===== config.mk =====
export PLATFORM = sky130hd
export DESIGN_NAME = echo_range_meter_with_validation_top
export DESIGN_NICKNAME = d
export VERILOG_FILES = /design/src/rtl/erm_pkg.sv /design/src/rtl/erm_meter.sv /design/src/rtl/erm_filter.sv /design/src/rtl/erm_outq.sv /design/src/rtl/echo_range_meter_with_validation_top.sv
export SDC_FILE = /design/constraint.sdc
export NUM_CORES = 1
export LEC_CHECK = 0
export BUFFER_PORTS_ARGS = -buffer_cell sky130_fd_sc_hd__buf_2
export CORE_UTILIZATION = 60
export DETAILED_ROUTE_END_ITERATION = 7
export HOLD_SLACK_MARGIN = 0.06
export PLACE_DENSITY = 0.78
export SETUP_SLACK_MARGIN = 0.5
export SYNTH_ARGS = -nofsm -noshare
export SYNTH_HDL_FRONTEND = slang
export SYNTH_SLANG_ARGS = --single-unit

===== constraint.sdc =====
create_clock -name clk -period 35.6 [get_ports clk]
set_input_delay 5.34 -clock clk [delete_from_list [all_inputs] [get_ports clk]]
set_output_delay 5.34 -clock clk [all_outputs]
set_load 0.02 [all_outputs]

===== src/rtl/erm_pkg.sv =====
// Shared types, constants and register indexes for the echo range meter.
// No dependencies; every other file in rtl/ imports this package.
package erm_pkg;

  localparam int CAP_W      = 16;
  localparam int DIST_W     = 16;
  localparam int AGREE_W    = 3;
  localparam int CFG_IDX_W  = 3;
  localparam int CFG_DATA_W = 16;
  localparam int OVF_BITS_DEF   = 8;
  localparam int TIMER_BITS_DEF = 16;

  localparam logic [AGREE_W-1:0] AGREE_MAX = 3'd7;
  localparam logic [AGREE_W-1:0] FAST_MIN  = 3'd2;
  localparam logic [DIST_W-1:0]  DIST_MAX  = 16'hFFFF;

  localparam logic [15:0] SCALE_RST   = 16'd712;
  localparam logic [15:0] NEAR_RST    = 16'd700;
  localparam logic [15:0] AGREE_RST   = 16'd8;
  localparam logic [15:0] REJECT_RST  = 16'd30;
  localparam logic [2:0]  CONFIRM_RST = 3'd4;
  localparam logic [7:0]  OFFSET_RST  = 8'd5;

  localparam logic [CFG_IDX_W-1:0] REG_SCALE   = 3'd0;
  localparam logic [CFG_IDX_W-1:0] REG_NEAR    = 3'd1;
  localparam logic [CFG_IDX_W-1:0] REG_AGREE   = 3'd2;
  localparam logic [CFG_IDX_W-1:0] REG_REJECT  = 3'd3;
  localparam logic [CFG_IDX_W-1:0] REG_CONFIRM = 3'd4;
  localparam logic [CFG_IDX_W-1:0] REG_OFFSET  = 3'd5;

  typedef enum logic [1:0] {
    KIND_RISE = 2'd0,
    KIND_FALL = 2'd1,
    KIND_OVF  = 2'd2
  } req_kind_t;

  typedef struct packed {
    logic [15:0] scale_q16;
    logic [15:0] near_limit_mm;
    logic [15:0] agree_tol_mm;
    logic [15:0] reject_tol_mm;
    logic [2:0]  confirm_after;
    logic [7:0]  far_offset_mm;
  } cfg_t;

  typedef struct packed {
    logic              fire;
    logic [DIST_W-1:0] dist_mm;
  } meas_t;

  typedef struct packed {
    logic              fast_scan;
    logic              confirmed_far;
    logic [DIST_W-1:0] distance_mm;
  } res_t;

endpackage


===== src/rtl/erm_meter.sv =====
// Input stage register, edge/overflow timing state and tick-to-millimetre scaling.
// Depends on erm_pkg.
module erm_meter #(
  parameter int OVF_BITS   = 8,
  parameter int TIMER_BITS = 16
) (
  input  logic                        clk,
  input  logic                        rst,
  input  logic                        in_valid,
  output logic                        in_ready,
  input  logic [1:0]                  in_kind,
  input  logic [erm_pkg::CAP_W-1:0]   in_cap,
  input  logic                        out_space,
  input  logic [15:0]                 scale_q16,
  output erm_pkg::meas_t              meas
);
  import erm_pkg::*;

  localparam int CapW  = (TIMER_BITS < CAP_W) ? TIMER_BITS : CAP_W;
  localparam int SpanW = OVF_BITS + TIMER_BITS;
  localparam int ExtW  = (SpanW > 32) ? SpanW : 33;

  logic                stage_valid;
  logic [1:0]          stage_kind;
  logic [CAP_W-1:0]    stage_cap;
  logic [CapW-1:0]     start_capture;
  logic [OVF_BITS-1:0] overflow_count;

  logic             advance;
  logic             consume;
  logic [CapW-1:0]  cap;
  logic [SpanW-1:0] span;
  logic [SpanW-1:0] ticks;
  logic [ExtW-1:0]  ticks_ext;
  logic             big;
  logic [47:0]      prod;

  assign advance  = (stage_kind != KIND_FALL) || out_space;
  assign in_ready = !stage_valid || advance;
  assign consume  = stage_valid && advance;
  assign cap      = stage_cap[CapW-1:0];

  always_comb begin
    span      = (SpanW'(overflow_count) << TIMER_BITS) + SpanW'(cap);
    ticks     = (span >= SpanW'(start_capture)) ? span - SpanW'(start_capture) : '0;
    ticks_ext = ExtW'(ticks);
    big       = (|ticks_ext[ExtW-1:32]) && (scale_q16 != '0);
    prod      = 48'(ticks_ext[31:0]) * 48'(scale_q16);
    meas.fire = consume && (stage_kind == KIND_FALL);
    meas.dist_mm = (big || (|prod[47:32])) ? DIST_MAX : prod[31:16];
  end

  always_ff @(posedge clk) begin
    if (rst) begin
      stage_valid <= 1'b0;
    end else if (in_ready) begin
      stage_valid <= in_valid;
    end
  end

  always_ff @(posedge clk) begin
    if (in_ready && in_valid) begin
      stage_kind <= in_kind;
      stage_cap  <= in_cap;
    end
  end

  always_ff @(posedge clk) begin
    if (rst) begin
      start_capture  <= '0;
      overflow_count <= '0;
    end else if (consume) begin
      case (stage_kind)
        KIND_RISE: begin
          start_capture  <= cap;
          overflow_count <= '0;
        end
        KIND_FALL: overflow_count <= '0;
        KIND_OVF: begin
          if (overflow_count != {OVF_BITS{1'b1}}) begin
            overflow_count <= overflow_count + 1'b1;
          end
        end
        default: ;
      endcase
    end
  end

  a_rise_clears_ovf: assert property (@(posedge clk) disable iff (rst)
    consume && (stage_kind == KIND_RISE) |=> overflow_count == '0)
    else $error("overflow count not cleared by rising edge");

  a_fall_needs_space: assert property (@(posedge clk) disable iff (rst)
    meas.fire |-> out_space)
    else $error("falling edge consumed without result space");

endmodule


===== src/rtl/erm_filter.sv =====
// Near/far decision and agreement filter; builds the result transaction.
// Depends on erm_pkg.
module erm_filter (
  input  logic           clk,
  input  logic           rst,
  input  erm_pkg::cfg_t  cfg,
  input  erm_pkg::meas_t meas,
  output logic           push,
  output erm_pkg::res_t  res
);
  import erm_pkg::*;

  logic [DIST_W-1:0]  reference_mm;
  logic [AGREE_W-1:0] agree_count;
  logic [DIST_W-1:0]  reference_mm_next;
  logic [AGREE_W-1:0] agree_count_next;

  logic              far;
  logic [DIST_W-1:0] ref_eff;
  logic [DIST_W-1:0] diff;
  logic [DIST_W:0]   sum;

  always_comb begin
    far     = meas.dist_mm >= cfg.near_limit_mm;
    ref_eff = (agree_count == '0) ? meas.dist_mm : reference_mm;
    diff    = (ref_eff > meas.dist_mm) ? ref_eff - meas.dist_mm : meas.dist_mm - ref_eff;
    reference_mm_next = ref_eff;
    agree_count_next  = agree_count;
    if (diff < cfg.agree_tol_mm) begin
      reference_mm_next = meas.dist_mm;
      if (agree_count != AGREE_MAX) begin
        agree_count_next = agree_count + 1'b1;
      end
    end else if (diff > cfg.reject_tol_mm) begin
      agree_count_next = '0;
    end
    sum = {1'b0, meas.dist_mm} + (DIST_W + 1)'(cfg.far_offset_mm);
    if (far) begin
      push              = meas.fire && (agree_count_next > cfg.confirm_after);
      res.distance_mm   = sum[DIST_W] ? DIST_MAX : sum[DIST_W-1:0];
      res.confirmed_far = 1'b1;
      res.fast_scan     = agree_count_next >= FAST_MIN;
    end else begin
      push              = meas.fire;
      res.distance_mm   = meas.dist_mm;
      res.confirmed_far = 1'b0;
      res.fast_scan     = agree_count >= FAST_MIN;
    end
  end

  always_ff @(posedge clk) begin
    if (rst) begin
      reference_mm <= '0;
      agree_count  <= '0;
    end else if (meas.fire && far) begin
      reference_mm <= reference_mm_next;
      agree_count  <= agree_count_next;
    end
  end

  a_agree_step: assert property (@(posedge clk) disable iff (rst)
    agree_count != $past(agree_count) |->
      agree_count == '0 || agree_count == $past(agree_count) + 3'd1)
    else $error("agreement counter jumped");

endmodule


===== src/rtl/erm_outq.sv =====
// Two-entry result queue decoupling the filter from the master-side stream.
// Depends on erm_pkg.
module erm_outq (
  input  logic                       clk,
  input  logic                       rst,
  input  logic                       push,
  input  erm_pkg::res_t              push_data,
  output logic                       space,
  output logic                       m_axis_tvalid,
  input  logic                       m_axis_tready,
  output logic [erm_pkg::DIST_W-1:0] m_axis_tdata,
  output logic [1:0]                 m_axis_tuser
);
  import erm_pkg::*;

  res_t       q [2];
  logic       wr_ptr;
  logic       rd_ptr;
  logic [1:0] count;
  logic       pop;

  assign space         = count != 2'd2;
  assign m_axis_tvalid = count != 2'd0;
  assign pop           = m_axis_tvalid && m_axis_tready;
  assign m_axis_tdata  = q[rd_ptr].distance_mm;
  assign m_axis_tuser  = {q[rd_ptr].fast_scan, q[rd_ptr].confirmed_far};

  always_ff @(posedge clk) begin
    if (push) begin
      q[wr_ptr] <= push_data;
    end
  end

  always_ff @(posedge clk) begin
    if (rst) begin
      wr_ptr <= 1'b0;
      rd_ptr <= 1'b0;
      count  <= 2'd0;
    end else begin
      if (push) begin
        wr_ptr <= !wr_ptr;
      end
      if (pop) begin
        rd_ptr <= !rd_ptr;
      end
      count <= count + {1'b0, push} - {1'b0, pop};
    end
  end

  a_no_overfill: assert property (@(posedge clk) disable iff (rst)
    count == 2'd2 && !pop |-> !push)
    else $error("result pushed into full queue");

endmodule


===== src/rtl/echo_range_meter_with_validation_top.sv =====
// Echo range meter top: configuration registers and the stage/filter/queue chain.
// Depends on erm_pkg, erm_meter, erm_filter, erm_outq.
//
//  channel   | direction | tdata           | tuser
//  s_axis    | in        | capture_value   | req_type
//  m_axis    | out       | distance_mm     | confirmed_far, fast_scan
//  cfg       | in        | cfg_data by cfg_index on cfg_we
//
// One transaction per cycle unless a falling edge waits in the input stage for
// queue space; an accepted falling edge passes through the input stage register
// and the result queue before its result is offered on m_axis. The scaling
// multiply, filter compares and state update all fit in the single stage.
// Reset clears timing state, filter state and config to defaults.
// A stalled master side fills the two-entry queue; the next falling edge then
// waits in the input stage and holds s_axis_tready low until space frees.
module echo_range_meter_with_validation_top #(
  parameter int OVF_BITS   = erm_pkg::OVF_BITS_DEF,
  parameter int TIMER_BITS = erm_pkg::TIMER_BITS_DEF
) (
  input  logic                           clk,
  input  logic                           rst,
  input  logic                           s_axis_tvalid,
  output logic                           s_axis_tready,
  input  logic [erm_pkg::CAP_W-1:0]      s_axis_tdata,  // capture_value
  input  logic [1:0]                     s_axis_tuser,  // req_type
  output logic                           m_axis_tvalid,
  input  logic                           m_axis_tready,
  output logic [erm_pkg::DIST_W-1:0]     m_axis_tdata,  // distance_mm
  output logic [1:0]                     m_axis_tuser,  // confirmed_far, fast_scan
  input  logic                           cfg_we,
  input  logic [erm_pkg::CFG_IDX_W-1:0]  cfg_index,
  input  logic [erm_pkg::CFG_DATA_W-1:0] cfg_data
);
  import erm_pkg::*;

  cfg_t  cfg;
  meas_t meas;
  res_t  res;
  logic  push;
  logic  space;

  always_ff @(posedge clk) begin
    if (rst) begin
      cfg.scale_q16     <= SCALE_RST;
      cfg.near_limit_mm <= NEAR_RST;
      cfg.agree_tol_mm  <= AGREE_RST;
      cfg.reject_tol_mm <= REJECT_RST;
      cfg.confirm_after <= CONFIRM_RST;
      cfg.far_offset_mm <= OFFSET_RST;
    end else if (cfg_we) begin
      case (cfg_index)
        REG_SCALE:   cfg.scale_q16     <= cfg_data;
        REG_NEAR:    cfg.near_limit_mm <= cfg_data;
        REG_AGREE:   cfg.agree_tol_mm  <= cfg_data;
        REG_REJECT:  cfg.reject_tol_mm <= cfg_data;
        REG_CONFIRM: cfg.confirm_after <= cfg_data[2:0];
        REG_OFFSET:  cfg.far_offset_mm <= cfg_data[7:0];
        default: ;
      endcase
    end
  end

  erm_meter #(
    .OVF_BITS   (OVF_BITS),
    .TIMER_BITS (TIMER_BITS)
  ) u_meter (
    .clk       (clk),
    .rst       (rst),
    .in_valid  (s_axis_tvalid),
    .in_ready  (s_axis_tready),
    .in_kind   (s_axis_tuser),
    .in_cap    (s_axis_tdata),
    .out_space (space),
    .scale_q16 (cfg.scale_q16),
    .meas      (meas)
  );

  erm_filter u_filter (
    .clk  (clk),
    .rst  (rst),
    .cfg  (cfg),
    .meas (meas),
    .push (push),
    .res  (res)
  );

  erm_outq u_outq (
    .clk           (clk),
    .rst           (rst),
    .push          (push),
    .push_data     (res),
    .space         (space),
    .m_axis_tvalid (m_axis_tvalid),
    .m_axis_tready (m_axis_tready),
    .m_axis_tdata  (m_axis_tdata),
    .m_axis_tuser  (m_axis_tuser)
  );

endmodule

==> reports/metrics.cfg <==
[job]
maxCapViolCount=0

[global_routing]
grt_start_max_net_pins=123
grt_pass1_wl_um=110500
grtUsageTotal_pct=34.39
overflow=0
grt_pass1_vias=21070
antenna_found_initial=1

[finish]
fin_nets=3436
finalNonFillerCells=3403
layout-drive-gt1-share_pct=6.222
syn_to_final_growth_pct=4.950

[synth]
yosysTopAreaCell=fa_1
synth_top_area_share_pct=25.57
ys_seq_area_share_pct=16.97
synthArstFlopShare_pct=0
ys_top_cells_by_area=fa_1 26%, ha_1 11%, dfxtp_1 10%, inv_1 7.2%, nand2_1 6.9%
yosysUniqueCellTypes=79
syn-instance-count=2905
synth-simple-area-share_pct=19.80
synth_edf_count=54
synth_xor_area_share_pct=2.535
synth_compound_area_share_pct=12.41
syn_area_um2=24190
yosysWarnings=0
synth_top_family_by_area=adder cells
synth_area_per_cell_um2=8.327
synth-seq-cells=178
synthAdderAreaFrac_pct=37.00
synth_nets=3477
ys.flop_type=dfxtp_1
synth_mux_area_share_pct=1.614

[cts]
cts_root_buf=clkbuf_16
cts_max_path_buffers=2
cts_tree=yes
clk_pin_slew_ps=80
postCtsSetupBuffers=0
numCtsBuffers=17
cts_hold_buffers=0
clock_sinks=178
clkLatencyLatePin_ps=440
cts_resized=0
ctsHtreeMaxLevel=4

[worst_setup_path]
worstPathRequired_ps=35670
worst-path-buf-inv=8
cpPeakStageDelay_ps=850
path_max_fanout=122
crit_arrival_ps=18480
cp-start-kind=flip-flop
cpMaxStageDelayCell=buf_4
timing.rr.start=u_meter.overflow_count[0]$_SDFFE_PP0P_
worst-r2r-cell-count=59
worst_setup_path_end_kind=flip-flop
r2r_slack_ps=17200
path_delay_family=compound AO/OA/AOI/OAI gates
cpMostUsedCell=fa_1
crit_type=reg -> reg
r2r_end=u_outq.q[1][10]$_DFFE_PP_

[floorplan]
rows=73
die_area_um2=41120
die_w_um=202.8
fp.coreArea_um2=39730
initial_core_util_pct=60.88
fp.dieH_um=202.8
ios=62

[timing]
fin_setup_tns_ps=0
fin_ws_ps=17200
grt_setup_unrepaired=no
maxSlewViolCount=0
slew_headroom_pct=16.84
finalCritPeriodShare_pct=51.70
hold_viol_final=0
finalSetupViolations=0
max_freq_ghz=0.05434
hold_ws_ps=454.5
min_period_ps=18400
worst_pin_slew_ps=1239
finClkSkew_ps=13.97

[place]
dp_hpwl_um=53590
gp_congestion=0.9844
place_ws_ps=17480
dp.cells=3370
portBuffers=61

[hold_path]
hold_path_class=reg -> reg
min_to=cfg[29]$_SDFFE_PP0P_
hold_depth=2
holdCritStartpoint=cfg[29]$_SDFFE_PP0P_

[drt]
routedWlPerCell_um=20.03
via_count=20490
drc=0
drtAntennaViolNets=0
drt_wl_total_um=68150
first_pass_iters=6
drt-initial-drc-count=1687
routed_via_density=6.020

[run_status]
outcome=completed

[metrics by stage]
stage	area, µm²	util, %
floorplan	24190	-
global placement	24800	62.42
detailed placement	24800	62.42
CTS	25380	63.89
global route	25390	63.90
finish	25390	63.90
[worst reg2reg max path: cells and delay by family (launching register included)]
kind,cells,cell delay (ps)
fa+ha+maj,12,4660
buf+inv,8,1630
compound gates,24,5670
simple gates,14,5190
mux,1,480
flops,1,390
[logic make-up (layout without fill, tap and decap cells)]
kind of cell | Yosys count | count (layout)
and+or+nand+nor | 1002 | 1002
buffers and inverters | 615 | 587
adders and majority gates | 530 | 530
AOI/OAI and AO/OA | 474 | 474
DFF | 178 | 178
xor gates and xnor gates | 70 | 70
muxes | 36 | 36
other | 0 | 1
[cell type report]
| class | instances | area [µm²] |
|---|---|---|
| repair buffers | 94 | 555.5 |
| fillers | 3360 | 14350 |
| diodes | 1 | 2.502 |
| clock buffers | 17 | 425.4 |
| well taps | 525 | 656.9 |
| flip-flops and latches | 178 | 4104 |
| multi-input cells | 2112 | 17760 |
| clock inverters | 15 | 156.4 |
| inverters | 461 | 1730 |
[flip-flops by register name (all words and copies together), names as in the netlist, 3 cells and up, named ones only]
| register | count |
|---|---|
| u_meter.start_capture | 16 |
| u_meter.cap | 16 |
| u_meter.overflow_count | 8 |
| u_filter.agree_count | 3 |
| u_outq.q | 36 |
| cfg | 75 |
| u_filter.reference_mm | 16 |
[cells in the final DEF, fill, tap and decap left out, drive strengths merged, types with 8 or more instances in the layout]
master and instances:
xor2 22, a221oi 8, nor2b 26, o21a 13, nor3 32, o21bai 8
a21boi 10, nand4 22, and2 66, buf 94, nand3b 11, edfxtp 54
a21o 67, a211oi 28, clkbuf 17, fa 309, a31oi 14, inv 471
a211o 8, and2b 8, nand2 445, o211ai 14, and3 135, or3 9
a21oi 193, mux2i 12, xnor2 48, nand3 34, o21ai 67, nand2b 12
nor2 166, ha 221, dfxtp 124, mux2 24
[per-layer routing]
metal / up-vias / track usage (%) / share of wire (%)
li1: 9332 / - / -
met1: 9877 / 43.71 / 39
met2: 1008 / 55.54 / 46
met3: 268 / 7.143 / 9.7
met4: 0 / 17.51 / 5.7
met5: - / 0 / 0
[synth_stat cells, types with 6 or more instances]
cell,n
a211o_1,8
a211oi_1,28
a21boi_0,10
a21o_1,67
a21oi_1,192
a221o_1,6
a221oi_1,8
a31oi_1,14
and2_1,61
and2b_1,7
and3_1,135
and4_1,6
clkbuf_1,146
dfxtp_1,124
edfxtp_1,54
fa_1,309
ha_1,221
inv_1,461
mux2_2,24
mux2i_1,12
nand2_1,445
nand2b_1,12
nand3_1,33
nand3b_1,11
nand4_1,22
nor2_1,166
nor2b_1,26
nor3_1,32
o211ai_1,14
o21a_1,13
o21ai_0,62
o21bai_1,8
or2_2,7
or3_1,9
xnor2_1,48
xor2_1,22
[worst max-delay path by stage]
| stage | startpoint | endpoint | slack (ps) | depth (start not counted) |
|---|---|---|---|---|
| after floorplan | u_meter.cap[0]$_DFFE_PP_ | u_outq.q[0][0]$_DFFE_PP_ | 19240 | 69 |
| after global placement | u_meter.cap[0]$_DFFE_PP_ | u_outq.q[1][11]$_DFFE_PP_ | 18120 | 65 |
| after detailed placement | u_meter.overflow_count[0]$_SDFFE_PP0P_ | u_outq.q[1][13]$_DFFE_PP_ | 17480 | 59 |
| after CTS | u_meter.overflow_count[0]$_SDFFE_PP0P_ | u_outq.q[1][7]$_DFFE_PP_ | 17460 | 59 |
| after global routing | u_meter.cap[0]$_DFFE_PP_ | u_outq.q[1][7]$_DFFE_PP_ | 15900 | 66 |
| final | u_meter.overflow_count[0]$_SDFFE_PP0P_ | u_outq.q[1][10]$_DFFE_PP_ | 17200 | 59 |
Power is not shown: default switching activity piles up to over one toggle a cycle in this logic, so the estimate is an artifact.
